==> config.mk <==
export PLATFORM = sky130hd
export DESIGN_NAME = dpw_div
export DESIGN_NICKNAME = d
export VERILOG_FILES = /design/src/dpw_pkg.sv /design/src/dpw_div.sv
export SDC_FILE = /design/constraint.sdc
export NUM_CORES = 2
export LEC_CHECK = 0
export BUFFER_PORTS_ARGS = -buffer_cell sky130_fd_sc_hd__clkbuf_2
export CAP_MARGIN = 20
export CORE_AREA = 10 10 250 371
export CTS_BUF_LIST = sky130_fd_sc_hd__clkbuf_8
export DETAILED_ROUTE_END_ITERATION = 12
export DIE_AREA = 0 0 260 381
export PLACE_DENSITY = 0.73
export RECOVER_POWER = 50
export SLEW_MARGIN = 20
export SYNTH_ARGS = -nofsm -noshare
export SYNTH_HDL_FRONTEND = slang
export SYNTH_SLANG_ARGS = --single-unit
export TNS_END_PERCENT = 20
==> constraint.sdc <==
create_clock -name clock -period 13.8 [get_ports clock]
set_clock_uncertainty 0.15 [all_clocks]
set_input_delay 2.76 -clock clock [delete_from_list [all_inputs] [get_ports clock]]
set_output_delay 2.76 -clock clock [all_outputs]
set_load 0.05 [all_outputs]
==> src/dpw_pkg.sv <==
`timescale 1ns / 1ps
// ----------------------------------------------------------------------------
// dpw_pkg: shared types and constants
// Field widths, fixed-point constants and the configuration bundle of the
// depth pixel to world point pipeline.
// ----------------------------------------------------------------------------
package dpw_pkg;

   // pipeline depth
   localparam int NUM_STAGES = 6;

   // field widths
   localparam int COL_W   = 12;
   localparam int RAW_W   = 32;
   localparam int ROT_W   = 16;
   localparam int TRANS_W = 21;
   localparam int PP_W    = 14;
   localparam int OUT_W   = 24;

   // internal widths
   localparam int DEPTH_W = 19;               // Q3.16 metres
   localparam int DIFF_W  = 16;               // 2u - cx
   localparam int NUM_W   = 35;               // (2u - cx) * d, signed
   localparam int MAG_W   = 34;               // |num| + 525
   localparam int QUO_W   = 24;               // |num| / 1050
   localparam int PNT_W   = QUO_W + 1;        // camera point, signed
   localparam int PROD_W  = ROT_W + PNT_W;    // rotation product
   localparam int ACC_W   = 46;               // world accumulator
   localparam int FRAC_SHIFT = 20;            // Q.30 -> Q.10

   // millimetre depth: kept strictly between these, then * 65536 / 1000
   localparam logic [15:0] MM_LOW   = 16'd200;
   localparam logic [15:0] MM_HIGH  = 16'd5000;
   localparam int          MM_NUM_W = 29;
   localparam logic [MM_NUM_W-1:0] MM_ROUND = 29'd500;
   localparam logic [29:0] MM_RECIP = 30'd549755814;   // ceil(2^39 / 1000)
   localparam int          MM_SHIFT = 39;
   localparam int          MM_PROD_W = MM_NUM_W + 30;

   // float depth: bit patterns of 0.2f and 5.0f, exponent giving shift 0
   localparam logic [RAW_W-1:0] F32_LOW   = 32'h3E4C_CCCD;
   localparam logic [RAW_W-1:0] F32_HIGH  = 32'h40A0_0000;
   localparam logic [7:0]       F32_SHIFT_BASE = 8'd134;

   // rounded division by 2 * focal length
   localparam logic [10:0] DIV_CONST = 11'd1050;
   localparam logic [9:0]  DIV_HALF  = 10'd525;
   localparam logic [29:0] DIV_RECIP = 30'd1047153931;  // floor(2^40 / 1050)
   localparam int          DIV_SHIFT = 30;
   localparam int          EST_W     = QUO_W + 30;

   localparam logic signed [ACC_W-1:0] ROUND_HALF = ACC_W'(64'd1 << (FRAC_SHIFT - 1));
   localparam logic signed [OUT_W-1:0] OUT_MAX = {1'b0, {(OUT_W - 1){1'b1}}};
   localparam logic signed [OUT_W-1:0] OUT_MIN = {1'b1, {(OUT_W - 1){1'b0}}};

   // configuration register indexes
   typedef enum logic [2:0] {
      CSR_ROT_ROW_0   = 3'd0,
      CSR_ROT_ROW_1   = 3'd1,
      CSR_ROT_ROW_2   = 3'd2,
      CSR_TRANSLATION = 3'd3,
      CSR_PRINCIPAL   = 3'd4,
      CSR_DEPTH_FMT   = 3'd5,
      CSR_POSE_VALID  = 3'd6
   } csr_index_type;

   typedef struct packed {
      logic [2:0][2:0][ROT_W-1:0] rot;     // [row][col], Q1.14
      logic [2:0][TRANS_W-1:0]    trans;   // 1/1024 m
      logic [PP_W-1:0]            cy;      // half pixels
      logic [PP_W-1:0]            cx;
      logic                       depth_fmt;
      logic                       pose_valid;
   } cfg_type;

endpackage

==> src/dpw_div.sv <==
`timescale 1ns / 1ps
// ----------------------------------------------------------------------------
// dpw_div: rounded division by 1050
// Stage 2 estimates |num| / 1050 by a reciprocal multiply; stage 3 corrects
// the estimate by one and restores the sign.
// ----------------------------------------------------------------------------
module dpw_div
   import dpw_pkg::*;
(
   input  logic                    clock,
   input  logic [1:0]              adv,
   input  logic signed [NUM_W-1:0] num_x,
   input  logic signed [NUM_W-1:0] num_y,
   input  logic [DEPTH_W-1:0]      depth,
   output logic signed [PNT_W-1:0] pnt_x,
   output logic signed [PNT_W-1:0] pnt_y,
   output logic [DEPTH_W-1:0]      pnt_z
);

   logic signed [NUM_W-1:0] num [2];
   logic [NUM_W-1:0]  mag [2];
   logic [MAG_W-1:0]  a_in [2];
   logic [MAG_W-1:0]  a_ff [2];
   logic [EST_W-1:0]  est_prod [2];
   logic [QUO_W-1:0]  est_in [2];
   logic [QUO_W-1:0]  est_ff [2];
   logic              neg_in [2];
   logic              neg_ff [2];
   logic [DEPTH_W-1:0] d2_ff;
   logic [MAG_W:0]    rem [2];
   logic [QUO_W-1:0]  quo [2];
   logic [PNT_W-1:0]  mquo [2];
   logic signed [PNT_W-1:0] pnt_in [2];
   logic signed [PNT_W-1:0] pnt_ff [2];
   logic [DEPTH_W-1:0] d3_ff;

   assign num[0] = num_x;
   assign num[1] = num_y;

   // stage 2: magnitude plus half divisor, then reciprocal estimate
   always_comb begin
      for (int i = 0; i < 2; i++) begin
         neg_in[i]   = num[i][NUM_W-1];
         mag[i]      = neg_in[i] ? -num[i] : num[i];
         a_in[i]     = mag[i][MAG_W-1:0] + MAG_W'(DIV_HALF);
         est_prod[i] = EST_W'(a_in[i][MAG_W-1:MAG_W-QUO_W]) * EST_W'(DIV_RECIP);
         est_in[i]   = est_prod[i][DIV_SHIFT +: QUO_W];
      end
   end

   always_ff @(posedge clock) begin
      if (adv[0]) begin
         for (int i = 0; i < 2; i++) begin
            a_ff[i]   <= a_in[i];
            est_ff[i] <= est_in[i];
            neg_ff[i] <= neg_in[i];
         end
         d2_ff <= depth;
      end
   end

   // stage 3: estimate is exact or one short; fix it and apply the sign
   always_comb begin
      for (int i = 0; i < 2; i++) begin
         rem[i]    = {1'b0, a_ff[i]} - (MAG_W + 1)'(est_ff[i]) * (MAG_W + 1)'(DIV_CONST);
         quo[i]    = est_ff[i] + QUO_W'(rem[i] >= (MAG_W + 1)'(DIV_CONST));
         mquo[i]   = {1'b0, quo[i]};
         pnt_in[i] = neg_ff[i] ? PNT_W'(0) - mquo[i] : mquo[i];
      end
   end

   always_ff @(posedge clock) begin
      if (adv[1]) begin
         for (int i = 0; i < 2; i++) begin
            pnt_ff[i] <= pnt_in[i];
         end
         d3_ff <= d2_ff;
      end
   end

   assign pnt_x = pnt_ff[0];
   assign pnt_y = pnt_ff[1];
   assign pnt_z = d3_ff;

endmodule

==> After elaboration in Yosys (flattened, before gate mapping) <==
Memories as Yosys holds them, arrays and structs flattened.
Index checks and enable logic that the tools add are counted.
{ "word_totals": {"ram_bits": 168, "inputBits": 92, "out_inout_bits": 69, "wordCells": 30, "memories": 4, "reg_bits": 38} }
{ "mem_list": {"columns": ["memory", "depth", "width", "rd", "rd_clocked_by_memory_dff", "wr", "line", "text"], "rows": [
  ["a_ff", 2, 34, 2, 0, 2, "dpw_div.sv:23", "logic [MAG_W-1:0] a_ff [2];"],
  ["pnt_ff", 2, 25, 2, 0, 2, "dpw_div.sv:34", "logic signed [PNT_W-1:0] pnt_ff [2];"],
  ["est_ff", 2, 24, 2, 0, 2, "dpw_div.sv:26", "logic [QUO_W-1:0] est_ff [2];"],
  ["neg_ff", 2, 1, 2, 0, 2, "dpw_div.sv:28", "logic neg_ff [2];"]
]} }
{ "op_classes": {"order_cmp": 2, "add_sub_neg": 10, "mux": 8, "mul": 4} }
{ "ops": {"columns": ["cell", "n"], "rows": [
  ["24-bit by 30-bit multiplier with 54-bit output (second input constant)", 2],
  ["35-bit by 11-bit greater-or-equal comparator with 1-bit output (second input constant)", 2],
  ["34-bit by 35-bit subtractor with 35-bit output", 2],
  ["34-bit by 10-bit adder with 34-bit output (second input constant)", 2],
  ["24-bit by 10-bit multiplier with 34-bit output (second input constant)", 2],
  ["34-bit 2-to-1 mux", 2],
  ["34-bit negator", 2],
  ["25-bit 2-to-1 mux", 2],
  ["1-bit by 24-bit subtractor with 25-bit output (first input constant)", 2],
  ["24-bit by 1-bit adder with 24-bit output", 2],
  ["1-bit 2-to-1 mux", 4]
]} }

==> Longest topological paths before layout <==
An unclocked memory read counts as a cell.
{ "depth": {"ltp_word": 7, "mapped_depth": 42, "ltp_nobuf": 40} }

==> Worst setup path before layout <==
No wires, ideal clock.
{ "synth_path": {"kind": "input-to-reg", "start": "input num_x[34]", "end": "memory est_ff[0][23] (data pin)", "t_required_ns": 13.384, "cell_stages": 35, "setup_slack_ns": 0.770, "n_path_buf": 5, "setup_time_ns": 0.266, "t_arrival_ns": 12.614, "path_cell_list": "clkbuf_1 clkbuf_1 buf_1 clkbuf_1 buf_1 nand2_1 o21ai_0 ha_1 and3b_1 or3_1 o31ai_1 nand4_1 nor3_1 nand2_1 xor2_1 ha_1 inv_1 fa_1 fa_1 fa_1 fa_1 fa_1 fa_1 inv_1 ha_1 nand4_1 or2_2 o41a_1 nor2_1 o21ai_0 a31oi_1 a221oi_1 o31ai_1 and4_1 nor3_1"} }
{ "synth_rtl": {"columns": ["element", "line", "text"], "rows": [
  ["start: declaration", "dpw_div.sv:12", "input logic signed [NUM_W-1:0] num_x,"],
  ["end: declaration", "dpw_div.sv:26", null]
]} }

==> results.cfg <==
[timing]
max_freq_ghz = 0.0764
max_slew_margin = -1.86
min_period_over_period = 0.949
fin_tns_setup_ps = 0
finalHoldViolCount = 0
tightest_slew_ps = 4290
hold_slack_ps = 269
finalSetupViolations = 0
rsz0062_at_grt = no
min_period_ps = 13100
final_max_slew_viol_count = 208

[global_route]
grtUsageMet2 = 0.472
grt.total_usage = 0.253
antenna_found_initial = 5
grtUsageMet1 = 0.269
first_global_vias = 36197
gr-usage-met3 = 0.0216
grt_pass1_wl_um = 196000
grt_overflow = 0
grt-busiest-layer = met2
grt_max_degree = 78

[routing]
drtIter0Drc = 1728
wl_um = 125000
postRouteAntennaNets = 0
drc_errors = 0
wire_per_inst_um = 20.8
vias = 33997
viasPerCell = 5.65
dr.pass1.iters = 8

[clock_tree]
post-cts-setup-buffer-count = 0
clk_pin_slew_ps = 70
cts_root_buffer = clkbuf_8
cts_sinks = 204
cts_buffers = 31
htree_levels = 1
cts_buffer_depth = 3
worstSkewPairLatency_ps = 680
tritoncts = done

[floorplan]
die_h_um = 381
start_util = 0.524
rows = 132
io_pins = 161
die-area_um2 = 99100
die-width_um = 260
coreArea_um2 = 86000

[outcome]
violations = capacitance limit, slew limit
status = finished, violations left

[layout]
layout-drive-gt1-share = 0.0690
area_growth_pct = 6.96
fin_nets = 6396

[placement]
place_hpwl_um = 110000
place.gp.congestion = 1.03
port_buffers = 160

[synthesis]
synthXorXnorAreaFrac = 0.0687
yosys.area_share.simple = 0.0957
synth_fa_ha_area_frac = 0.500
synthMuxAreaShare = 0.00369
avgSynthCellArea_um2 = 9.69
yosysSeqAreaShare = 0.136
synthesis.area_um2 = 45100
synth_largest_area_cell = fa_1
ys_async_sr_fraction = 0
yosys.area.top_type_share = 0.261
synthDistinctLibCells = 89
synth_top_family_by_area = adder cells
synth_top_flop_cell = edfxtp_1
synth_compound_area_frac = 0.106
synth_area_leaders = fa_1 (26%), ha_1 (24%), edfxtp_1 (14%)
synth_cells = 4655
ys_ff_latch = 204
syn_nets = 6195
synth_edf_count = 204
yosys_warnings = 0

[min_path]
hold_path_class = reg -> reg

[critical_path]
required_ps = 14070
crit_arrival_ps = 13370
endpoint_kind = register
crit_fanout = 10
worst-setup-path-type = in -> reg
max_stage_delay_ps = 560
crit_top_cell = fa_1
cp_slowest_cell = or4_1
startpoint_type = input pin

[job]
max_cap_viol_count = 3
[cell usage after synthesis, types with 13 or more instances]
cell type,n
a31oi_1,25
inv_1,1027
xnor2_1,189
clkbuf_1,47
nand2_1,182
o21bai_1,29
and3_1,30
o21ai_0,154
nand2b_1,38
xor2_1,165
nand3_1,68
or3_1,32
nand4_1,48
nand3b_1,14
nor4_1,24
edfxtp_1,204
or2_2,27
nor3_1,61
or4_1,14
nor2b_1,41
fa_1,588
a21oi_1,186
o41ai_1,13
o21a_1,36
and2_1,17
o31ai_1,38
o211ai_1,20
nor2_1,174
ha_1,860
a21o_1,83
a211oi_1,21
[logic make-up after synthesis]
group | after synthesis
and+or+nand+nor | 823
muxes | 16
DFF | 204
xor gates and xnor gates | 354
adders and majority gates | 1448
AOI/OAI and AO/OA | 725
buffers and inverters | 1085
[registers in the layout, indices dropped and copies added (netlist names)]
| name | flops |
|---|---|
| a_ff | 66 |
| d2_ff | 19 |
| est_ff | 48 |
| neg_ff | 2 |
| pnt_ff | 50 |
| pnt_z | 19 |
[worst max-delay path: cells and delay by family]
kind                     cells  cell delay, ps
AO/OA/AOI/OAI                8            2170
adder cells (fa/ha/maj)      9            3860
AND/OR/NAND/NOR              9            3430
buffers and inverters        4             390
XOR/XNOR                     3             730
[cell type report]
class,instances,area [µm²]
fill,7564,37800
antenna,1,2.50
multi-input combinational,3366,34900
sequential,204,6130
tap,1139,1430
timing repair buffer,224,1260
clock inverter,27,244
clock buffer,31,427
inverter,1029,3860
[routing by layer]
metal	share of wire	vias up
li1	-	15987
met1	0.36	16678
met2	0.53	949
met3	0.039	379
met4	0.072	4
met5	0.00022	-
[path summary, 6_finish.rpt]
| kind | startpoint | end | slack [ps] | cells after the start |
|---|---|---|---|---|
| setup / recovery | num_y[0] | est_ff[0][46] | 700 | 33 |
| hold / removal | d2_ff[10] | pnt_z[10] | 270 | 0 |
| setup reg to reg | est_ff[0][30] | pnt_ff[0][46] | 2460 | 40 |
| hold reg to reg | d2_ff[10] | pnt_z[10] | 270 | 0 |
[through the flow]
step	utilization	std cells	worst slack [ps]	cell area, µm²
after CTS	0.561	6019	739	48300
final	0.561	6021	705	48200
after detailed placement	0.553	5961	39.6	47600
after global routing	0.561	6021	0.588	48200
after global placement	0.553	5961	234	47600
after floorplan	-	4655	770	45100
[cells in the final DEF (no fill, tap or decap), types with 27 or more instances in the layout]
cell type  instances
inv_1           1030
ha_1             860
fa_1             588
edfxtp_1         204
xnor2_1          188
a21oi_1          186
nand2_1          182
nor2_1           174
xor2_1           165
o21ai_0          154
clkbuf_2         154
a21o_1            83
nand3_1           68
nor3_1            61
buf_4             59
nand4_1           48
nor2b_1           41
o31ai_1           38
nand2b_1          38
o21a_1            36
or3_1             32
clkbuf_8          31
and3_1            30
o21bai_1          29
or2_2             27
[timing repair]
action / CTS / global route
hold buffers: 0 / 0
gates resized for setup: 0 / 1
setup endpoints to repair: 0 / 7
Power is left out: the tool's default activity adds up to more than one toggle a clock period on the data nets, which glitch-free logic cannot reach.
