==> config.mk <==
export PLATFORM = sky130hd
export DESIGN_NAME = dpw_depth
export DESIGN_NICKNAME = d
export VERILOG_FILES = /design/src/dpw_pkg.sv /design/src/dpw_depth.sv
export SDC_FILE = /design/constraint.sdc
export NUM_CORES = 2
export LEC_CHECK = 0
export BUFFER_PORTS_ARGS = -buffer_cell sky130_fd_sc_hd__buf_2
export CAP_MARGIN = 20
export CELL_PAD_IN_SITES_DETAIL_PLACEMENT = 0
export CELL_PAD_IN_SITES_GLOBAL_PLACEMENT = 2
export CORE_MARGIN = 2
export CORE_UTILIZATION = 35
export DETAILED_ROUTE_END_ITERATION = 8
export PLACE_DENSITY_LB_ADDON = 0.25
export SLEW_MARGIN = 10
export SYNTH_ARGS = -nofsm -noshare
export SYNTH_HDL_FRONTEND = slang
export SYNTH_SLANG_ARGS = --single-unit
==> constraint.sdc <==
create_clock -name clock -period 10.55 [get_ports clock]
set_input_delay 0.5275 -clock clock [delete_from_list [all_inputs] [get_ports clock]]
set_output_delay 0.5275 -clock clock [all_outputs]
set_load 0.03 [all_outputs]
==> src/dpw_pkg.sv <==
`timescale 1ns / 1ps
// ----------------------------------------------------------------------------
// dpw_pkg: shared types and constants
// Field widths, fixed-point constants and the configuration bundle of the
// depth pixel to world point pipeline.
// ----------------------------------------------------------------------------
package dpw_pkg;

   // pipeline depth
   localparam int NUM_STAGES = 6;

   // field widths
   localparam int COL_W   = 12;
   localparam int RAW_W   = 32;
   localparam int ROT_W   = 16;
   localparam int TRANS_W = 21;
   localparam int PP_W    = 14;
   localparam int OUT_W   = 24;

   // internal widths
   localparam int DEPTH_W = 19;               // Q3.16 metres
   localparam int DIFF_W  = 16;               // 2u - cx
   localparam int NUM_W   = 35;               // (2u - cx) * d, signed
   localparam int MAG_W   = 34;               // |num| + 525
   localparam int QUO_W   = 24;               // |num| / 1050
   localparam int PNT_W   = QUO_W + 1;        // camera point, signed
   localparam int PROD_W  = ROT_W + PNT_W;    // rotation product
   localparam int ACC_W   = 46;               // world accumulator
   localparam int FRAC_SHIFT = 20;            // Q.30 -> Q.10

   // millimetre depth: kept strictly between these, then * 65536 / 1000
   localparam logic [15:0] MM_LOW   = 16'd200;
   localparam logic [15:0] MM_HIGH  = 16'd5000;
   localparam int          MM_NUM_W = 29;
   localparam logic [MM_NUM_W-1:0] MM_ROUND = 29'd500;
   localparam logic [29:0] MM_RECIP = 30'd549755814;   // ceil(2^39 / 1000)
   localparam int          MM_SHIFT = 39;
   localparam int          MM_PROD_W = MM_NUM_W + 30;

   // float depth: bit patterns of 0.2f and 5.0f, exponent giving shift 0
   localparam logic [RAW_W-1:0] F32_LOW   = 32'h3E4C_CCCD;
   localparam logic [RAW_W-1:0] F32_HIGH  = 32'h40A0_0000;
   localparam logic [7:0]       F32_SHIFT_BASE = 8'd134;

   // rounded division by 2 * focal length
   localparam logic [10:0] DIV_CONST = 11'd1050;
   localparam logic [9:0]  DIV_HALF  = 10'd525;
   localparam logic [29:0] DIV_RECIP = 30'd1047153931;  // floor(2^40 / 1050)
   localparam int          DIV_SHIFT = 30;
   localparam int          EST_W     = QUO_W + 30;

   localparam logic signed [ACC_W-1:0] ROUND_HALF = ACC_W'(64'd1 << (FRAC_SHIFT - 1));
   localparam logic signed [OUT_W-1:0] OUT_MAX = {1'b0, {(OUT_W - 1){1'b1}}};
   localparam logic signed [OUT_W-1:0] OUT_MIN = {1'b1, {(OUT_W - 1){1'b0}}};

   // configuration register indexes
   typedef enum logic [2:0] {
      CSR_ROT_ROW_0   = 3'd0,
      CSR_ROT_ROW_1   = 3'd1,
      CSR_ROT_ROW_2   = 3'd2,
      CSR_TRANSLATION = 3'd3,
      CSR_PRINCIPAL   = 3'd4,
      CSR_DEPTH_FMT   = 3'd5,
      CSR_POSE_VALID  = 3'd6
   } csr_index_type;

   typedef struct packed {
      logic [2:0][2:0][ROT_W-1:0] rot;     // [row][col], Q1.14
      logic [2:0][TRANS_W-1:0]    trans;   // 1/1024 m
      logic [PP_W-1:0]            cy;      // half pixels
      logic [PP_W-1:0]            cx;
      logic                       depth_fmt;
      logic                       pose_valid;
   } cfg_type;

endpackage

==> src/dpw_depth.sv <==
`timescale 1ns / 1ps
// ----------------------------------------------------------------------------
// dpw_depth: depth decode and camera numerators
// Stage 0 converts millimetres or float metres to Q3.16 and forms 2u - cx,
// 2v - cy; stage 1 multiplies them by the depth.
// ----------------------------------------------------------------------------
module dpw_depth
   import dpw_pkg::*;
(
   input  logic                    clock,
   input  logic [1:0]              adv,
   input  cfg_type                 cfg,
   input  logic [COL_W-1:0]        col,
   input  logic [COL_W-1:0]        row,
   input  logic [RAW_W-1:0]        depth_raw,
   output logic                    keep,
   output logic signed [NUM_W-1:0] num_x,
   output logic signed [NUM_W-1:0] num_y,
   output logic [DEPTH_W-1:0]      depth
);

   logic [15:0]          mm;
   logic                 keep_mm;
   logic                 keep_f;
   logic [MM_NUM_W-1:0]  mm_num;
   logic [MM_PROD_W-1:0] mm_prod_in, mm_prod_ff;
   logic [7:0]           f_exp;
   logic [3:0]           f_shift;
   logic [24:0]          f_sum;
   logic [24:0]          f_quo;
   logic [DEPTH_W-1:0]   fdepth_in, fdepth_ff;
   logic [DIFF_W-1:0]    dx_in, dx_ff;
   logic [DIFF_W-1:0]    dy_in, dy_ff;
   logic [DEPTH_W-1:0]   depth_sel;
   logic signed [NUM_W:0] prod_x, prod_y;
   logic signed [NUM_W-1:0] num_x_in, num_x_ff;
   logic signed [NUM_W-1:0] num_y_in, num_y_ff;
   logic [DEPTH_W-1:0]   depth_ff;

   // stage 0: range check and depth conversion
   always_comb begin
      mm      = depth_raw[15:0];
      keep_mm = (mm > MM_LOW) && (mm < MM_HIGH);
      // unsigned compare on the pattern drops NaN, infinity, zero and negatives
      keep_f  = !depth_raw[RAW_W-1] && (depth_raw > F32_LOW) && (depth_raw < F32_HIGH);
      keep    = cfg.depth_fmt ? keep_f : keep_mm;

      mm_num     = {mm[12:0], 16'd0} + MM_ROUND;
      mm_prod_in = MM_PROD_W'(mm_num) * MM_PROD_W'(MM_RECIP);

      f_exp     = depth_raw[30:23];
      f_shift   = 4'(F32_SHIFT_BASE - f_exp);
      f_sum     = {1'b1, depth_raw[22:0]} + (25'd1 << (f_shift - 4'd1));
      f_quo     = f_sum >> f_shift;
      fdepth_in = f_quo[DEPTH_W-1:0];

      dx_in = DIFF_W'({col, 1'b0}) - DIFF_W'(cfg.cx);
      dy_in = DIFF_W'({row, 1'b0}) - DIFF_W'(cfg.cy);
   end

   always_ff @(posedge clock) begin
      if (adv[0]) begin
         mm_prod_ff <= mm_prod_in;
         fdepth_ff  <= fdepth_in;
         dx_ff      <= dx_in;
         dy_ff      <= dy_in;
      end
   end

   // stage 1: pick the depth and scale the pixel offsets
   always_comb begin
      depth_sel = cfg.depth_fmt ? fdepth_ff : mm_prod_ff[MM_SHIFT +: DEPTH_W];
      prod_x    = $signed(dx_ff) * $signed({1'b0, depth_sel});
      prod_y    = $signed(dy_ff) * $signed({1'b0, depth_sel});
      num_x_in  = prod_x[NUM_W-1:0];
      num_y_in  = prod_y[NUM_W-1:0];
   end

   always_ff @(posedge clock) begin
      if (adv[1]) begin
         num_x_ff <= num_x_in;
         num_y_ff <= num_y_in;
         depth_ff <= depth_sel;
      end
   end

   assign num_x = num_x_ff;
   assign num_y = num_y_ff;
   assign depth = depth_ff;

endmodule

Yosys cells after proc, flatten, opt, wreduce, memory -nomap -nowiden
Index checks and enable logic that the tools add are counted.
W data, S select, Z words.
{ "classes": {"addsub": 6, "mul": 3, "n_lt_le_gt_ge": 4, "n_shift": 2, "mux": 2, "reduce_logical": 4} }
{ "op_table": {"columns": ["op", "n"], "rows": [
  ["$mul A15 B20 Y35", 2],
  ["$mul A29 B29 Y57 const B", 1],
  ["$gt A32 B30 Y1 const B", 1],
  ["$lt A32 B31 Y1 const B", 1],
  ["$sub A13 B14 Y15", 2],
  ["$add A29 B9 Y29 const B", 1],
  ["$add A24 B25 Y25", 1],
  ["$shl A1 B4 Y25 const A", 1],
  ["$shr A25 B4 Y19", 1],
  ["$mux W19", 1],
  ["$gt A16 B8 Y1 const B", 1],
  ["$lt A16 B13 Y1 const B", 1],
  ["$sub A3 B4 Y4 const A", 1],
  ["$sub A4 B1 Y4 const B", 1],
  ["$logic_and A1 B1 Y1", 3],
  ["$logic_not A1 Y1", 1],
  ["$mux W1", 1]
]} }
{ "totals": {"reg_bits": 195, "output_inout_bits": 90} }

Depth between registers and ports, before layout
{ "depth": {"ltp_word": 5, "ltp_mapped": 28} }

Worst setup path after synthesis
OpenSTA, ideal clock, no wires.
{ "synth_path": {"path_type": "input -> register", "start": "input cfg[1] (netlist name)", "end": "register num_x_ff[34] (netlist: num_x[34]), data pin", "setup_time_ns": 0.260, "t_arrival_ns": 7.316, "slack_ns": 2.974, "path_stages": 27, "n_path_buf": 3, "cell_sequence": "buf_1 clkbuf_1 mux2_2 clkbuf_1 and2_1 fa_1 inv_1 fa_1 inv_1 fa_1 inv_1 fa_1 inv_1 fa_1 inv_1 fa_1 inv_1 ha_1 a21oi_1 o21ai_0 o21a_1 o41ai_2 a31oi_1 a211oi_1 o21ai_0 a21oi_1 xnor2_1"} }
{ "synth_between": {"elab_chain_cells": 2} }
{ "synth_lines": {"columns": ["element", "line_no", "text"], "rows": [
  ["start, declared", "dpw_depth.sv:12", "input cfg_type cfg,"],
  ["$mux W19", "dpw_depth.sv:72", "depth_sel = cfg.depth_fmt ? fdepth_ff : mm_prod_ff[MM_SHIFT +: DEPTH_W];"],
  ["$mul A15 B20 Y35", "dpw_depth.sv:73", "prod_x = $signed(dx_ff) * $signed({1'b0, depth_sel});"],
  ["via prod_x[34]", "dpw_depth.sv:35", "logic signed [NUM_W:0] prod_x, prod_y;"],
  ["end signal, assigned", "dpw_depth.sv:81", "num_x_ff <= num_x_in;"],
  ["end, declared", "dpw_depth.sv:36", "logic signed [NUM_W-1:0] num_x_in, num_x_ff;"]
]} }
The timed path passes the listed nets, and every way through them passes these cells.
A chain may end at the register's enable or synchronous reset.

Worst setup path after layout
Same ends and word-level chain as after synthesis.

==> report_table.html <==
<table>
<tr><th>Metric</th><th>Value</th></tr>
<tr><th colspan="2">CTS</th></tr>
<tr><td>Post-CTS setup buffers</td><td>0</td></tr>
<tr><td>Clk root buf</td><td>clkbuf_16</td></tr>
<tr><td>Clock slew seen by the registers of the worst setup and hold paths</td><td>approximately 0.080 ns</td></tr>
<tr><td>TritonCTS clock tree</td><td>done</td></tr>
<tr><td>Max H-tree Level</td><td>4</td></tr>
<tr><td>Post-CTS Hold Buffers</td><td>0</td></tr>
<tr><td>Gates resized, CTS repair</td><td>0</td></tr>
<tr><td>Clock latency reported for the late side of the worst-skew pair</td><td>about 0.50 ns</td></tr>
<tr><td># clock sinks</td><td>157</td></tr>
<tr><td>Total clock buffers created by CTS</td><td>17</td></tr>
<tr><td>Maximum clock path buffer count</td><td>2</td></tr>
<tr><th colspan="2">Synthesis</th></tr>
<tr><td>Cell types occupying the most area after synthesis</td><td>fa_1, ha_1, edfxtp_1, inv_1, and2_1</td></tr>
<tr><td>Syn avg cell area</td><td>9.39 sq um</td></tr>
<tr><td>Synth unique cells</td><td>79</td></tr>
<tr><td>Area of the mapped netlist</td><td>35000 sq um</td></tr>
<tr><td>Share of flip-flops with an asynchronous set or reset after synthesis</td><td>0%</td></tr>
<tr><td>Most used flip-flop cell after synthesis</td><td>edfxtp_1</td></tr>
<tr><td>Portion of the post-synthesis area used by sequential elements</td><td>13.5%</td></tr>
<tr><td>EDFF count, synth</td><td>157</td></tr>
<tr><td>Largest area contributor in the synthesized netlist</td><td>fa_1</td></tr>
<tr><td>Post-synthesis net count</td><td>5100</td></tr>
<tr><td>Yosys warning count</td><td>0</td></tr>
<tr><td>Post-Syn Instances</td><td>3732</td></tr>
<tr><td>Top cell type's share of synthesized area</td><td>between 30% and 40%</td></tr>
<tr><td>Flops &amp; latches, synth</td><td>157</td></tr>
<tr><th colspan="2">Setup path</th></tr>
<tr><td>Timing endpoint of the critical path</td><td>num_x[34]$_DFFE_PP_</td></tr>
<tr><td>Element type at the critical path end</td><td>flip-flop</td></tr>
<tr><td>Setup Crit Path Kind</td><td>in2reg</td></tr>
<tr><td>Data arrival time at the worst-slack endpoint</td><td>8.16 ns</td></tr>
<tr><td>Worst reg2reg path depth</td><td>25</td></tr>
<tr><td>Maximum fanout along the worst path</td><td>21</td></tr>
<tr><td>Launch point of the worst reg-to-reg path</td><td>mm_prod_ff[44]$_DFFE_PP_</td></tr>
<tr><td>Reg-to-reg endpoint</td><td>num_x[34]$_DFFE_PP_</td></tr>
<tr><td>Critical Path Source Type</td><td>primary input</td></tr>
<tr><td>Reg2Reg Setup Slack</td><td>2.91 ns</td></tr>
<tr><td>WP data required</td><td>roughly 11 ns</td></tr>
<tr><td>Worst Setup SP</td><td>cfg[1]</td></tr>
<tr><th colspan="2">Job</th></tr>
<tr><td>Number of maximum-capacitance constraint violations</td><td>0</td></tr>
<tr><th colspan="2">STA</th></tr>
<tr><td>Setup repair after global routing missed its margin</td><td>no</td></tr>
<tr><td>Slew at the pin with the worst max-slew slack</td><td>1.03 ns</td></tr>
<tr><td>Slew Limit Headroom</td><td>31.3%</td></tr>
<tr><td>Slew Limit Fails</td><td>0</td></tr>
<tr><td>Top achievable clock speed</td><td>127 MHz</td></tr>
<tr><td>Clock period minus final worst setup slack</td><td>7.90 ns</td></tr>
<tr><td>Final Setup Violations</td><td>0</td></tr>
<tr><td>Crit share post-route</td><td>74.9%</td></tr>
<tr><td>Final setup skew</td><td>approximately 0.021 ns</td></tr>
<tr><td>Total negative setup slack</td><td>0 ns</td></tr>
<tr><td>Hold Fails Final Rpt</td><td>0</td></tr>
<tr><th colspan="2">GRT</th></tr>
<tr><td>Initial antenna violation count</td><td>4</td></tr>
<tr><td>Leftover overflow at the end of global routing</td><td>0</td></tr>
<tr><td>Largest net degree at the start of global routing</td><td>61</td></tr>
<tr><td>Global-route wire length before repair</td><td>approximately 150000 um</td></tr>
<tr><td>Global router's overall resource usage</td><td>between 10% and 20%</td></tr>
<tr><td>Via count of the first global-routing pass</td><td>26600</td></tr>
<tr><th colspan="2">Drt</th></tr>
<tr><td>Routed wirelength normalized by instance count</td><td>18.2 um</td></tr>
<tr><td>Number of design-rule violations left by the first detailed-router iteration</td><td>1155</td></tr>
<tr><td>First-pass DRT Iterations</td><td>5</td></tr>
<tr><td>Per-cell via count in the routed design</td><td>4.85</td></tr>
<tr><td>Remaining routing DRC violations</td><td>0</td></tr>
<tr><td>Routed Wire Length</td><td>approximately 94000 um</td></tr>
<tr><td>Via count</td><td>24900</td></tr>
<tr><td>Number of antenna-violating nets in the routed design</td><td>0</td></tr>
<tr><th colspan="2">Die</th></tr>
<tr><td>Std-Cell Core Area</td><td>99700 sq um</td></tr>
<tr><td>Horizontal extent of the die</td><td>320 um</td></tr>
<tr><td>Starting utilization of the core area</td><td>35.1%</td></tr>
<tr><td>Die area</td><td>103000 sq um</td></tr>
<tr><td>Die Y</td><td>320 um</td></tr>
<tr><td>Top-level I/O count</td><td>386</td></tr>
<tr><td>Number of standard-cell rows in the floorplan</td><td>approximately 120</td></tr>
<tr><th colspan="2">Layout</th></tr>
<tr><td>Util after Layout</td><td>roughly two fifths</td></tr>
<tr><td>Total Nets Final</td><td>5199</td></tr>
<tr><td>Synthesis-to-finish area growth</td><td>8.37%</td></tr>
<tr><td>Fraction of layout cells with a size suffix above 1</td><td>7.67%</td></tr>
<tr><td>Count of fill cells added during filler insertion</td><td>10200</td></tr>
<tr><td>Design Area, Final</td><td>38000 sq um</td></tr>
<tr><th colspan="2">Place</th></tr>
<tr><td>Post-detailed-placement half-perimeter wirelength</td><td>74700 um</td></tr>
<tr><td>Port buffer count</td><td>about 180</td></tr>
<tr><td>Placed cell area</td><td>37300 sq um</td></tr>
<tr><td>RePlAce Congestion</td><td>0.798</td></tr>
<tr><th colspan="2">Outcome</th></tr>
<tr><td>Result of the run</td><td>finished clean</td></tr>
<tr><th colspan="2">Worst hold path</th></tr>
<tr><td>Min-delay worst type</td><td>in2reg</td></tr>
</table>
sequential cells by signal, indices dropped and copies added, names as in the netlist:
register / flops
fdepth_ff: 19
dy_ff: 15
depth: 19
num_x: 35
mm_prod_ff: 19
dx_ff: 15
num_y: 35
critical path, cell delays in order:
cell and delay, ns:
buf_2 0.46, mux2_2 0.54, buf_4 0.30, and2_1 0.22, fa_1 0.53, inv_1 0.06, fa_1 0.53, inv_1 0.05
fa_1 0.50, inv_1 0.05, fa_1 0.47, inv_1 0.05, fa_1 0.52, inv_1 0.05, fa_1 0.52, inv_1 0.04
ha_1 0.34, a21oi_1 0.16, o21ai_0 0.21, o21a_1 0.27, o41ai_2 0.38, a31oi_1 0.30, a211oi_1 0.56, o21ai_0 0.18
a21oi_1 0.19, xnor2_1 0.09
kinds of logic (layout without fill, tap and decap cells):
logic type	after synthesis	count (layout)	synth area share [%]
adders and majority gates	1072	1072	50.1
buffers and inverters	947	1059	10.2
and+or+nand+nor	938	938	13.2
AOI/OAI and AO/OA	446	446	8.40
DFF	157	157	13.5
xor gates and xnor gates	116	116	2.90
muxes	56	56	1.79
other	0	3	0
Yosys cell counts (23+ instances only):
master / n
nand3_1: 31
xor2_1: 28
a21oi_1: 127
inv_1: 811
o21a_1: 28
fa_1: 551
o21ai_0: 76
nor2b_1: 27
and2_1: 270
a21o_1: 50
mux2_2: 23
nand2_1: 376
a211oi_1: 23
xnor2_1: 88
ha_1: 521
edfxtp_1: 157
buf_1: 24
clkbuf_1: 107
nor2_1: 123
mux2i_1: 30
per-layer routing:
metal	vias to the layer above	wire length (um)	track usage, %
li1	12000	-	-
met1	12600	43800	25.5
met2	304	46400	33.2
met3	49	2610	2.09
met4	2	954	3.56
met5	-	16	0
final cells by class:
type | instances | area (sq um) | share of cell area (%)
Timing Repair Buffer | 215 | 1180 | 3.10
Sequential cell | 157 | 4710 | 12.4
Multi-Input combinational cell | 2628 | 26800 | 70.5
Inverter | 812 | 3050 | 8.03
Clock inverter | 15 | 196 | 0.518
Tap cell | 1298 | 1620 | 4.28
Antenna cell | 3 | 7.51 | 0.0198
Clock buffer | 17 | 425 | 1.12
layout by cell type (no fill, tap or decap), types with 50 or more instances in the layout:
master / n
a21o_1: 50
a21oi_1: 127
and2_1: 270
buf_2: 175
edfxtp_1: 157
fa_1: 551
ha_1: 521
inv_1: 811
nand2_1: 376
nor2_1: 123
o21ai_0: 76
xnor2_1: 86
through the flow:
stage / cells / hold slack, ns / setup WS (ns)
3_5_place_dp: 5110 / 0.769 / 2.17
2_1_floorplan: 3732 / 0.626 / 2.97
5_1_grt: 5142 / 0.243 / 2.20
3_3_place_gp: 5110 / 0.770 / 2.15
4_1_cts: 5142 / 0.224 / 2.69
6_report: 5145 / 0.258 / 2.65
how the worst min path moves through the flow:
stage / from / endpoint / slack, ns / cells after the start
floorplan: cfg[2] / dx_ff[0]$_DFFE_PP_ / 0.63 / 0
global placement: cfg[16] / dy_ff[0]$_DFFE_PP_ / 0.77 / 1
detailed placement: cfg[16] / dy_ff[0]$_DFFE_PP_ / 0.77 / 1
CTS: cfg[16] / dy_ff[0]$_DFFE_PP_ / 0.22 / 1
global route: cfg[16] / dy_ff[0]$_DFFE_PP_ / 0.24 / 1
finish: cfg[16] / dy_ff[0]$_DFFE_PP_ / 0.26 / 1
Power is not shown: default switching activity piles up to over one toggle a cycle in this logic, so the estimate is an artifact.
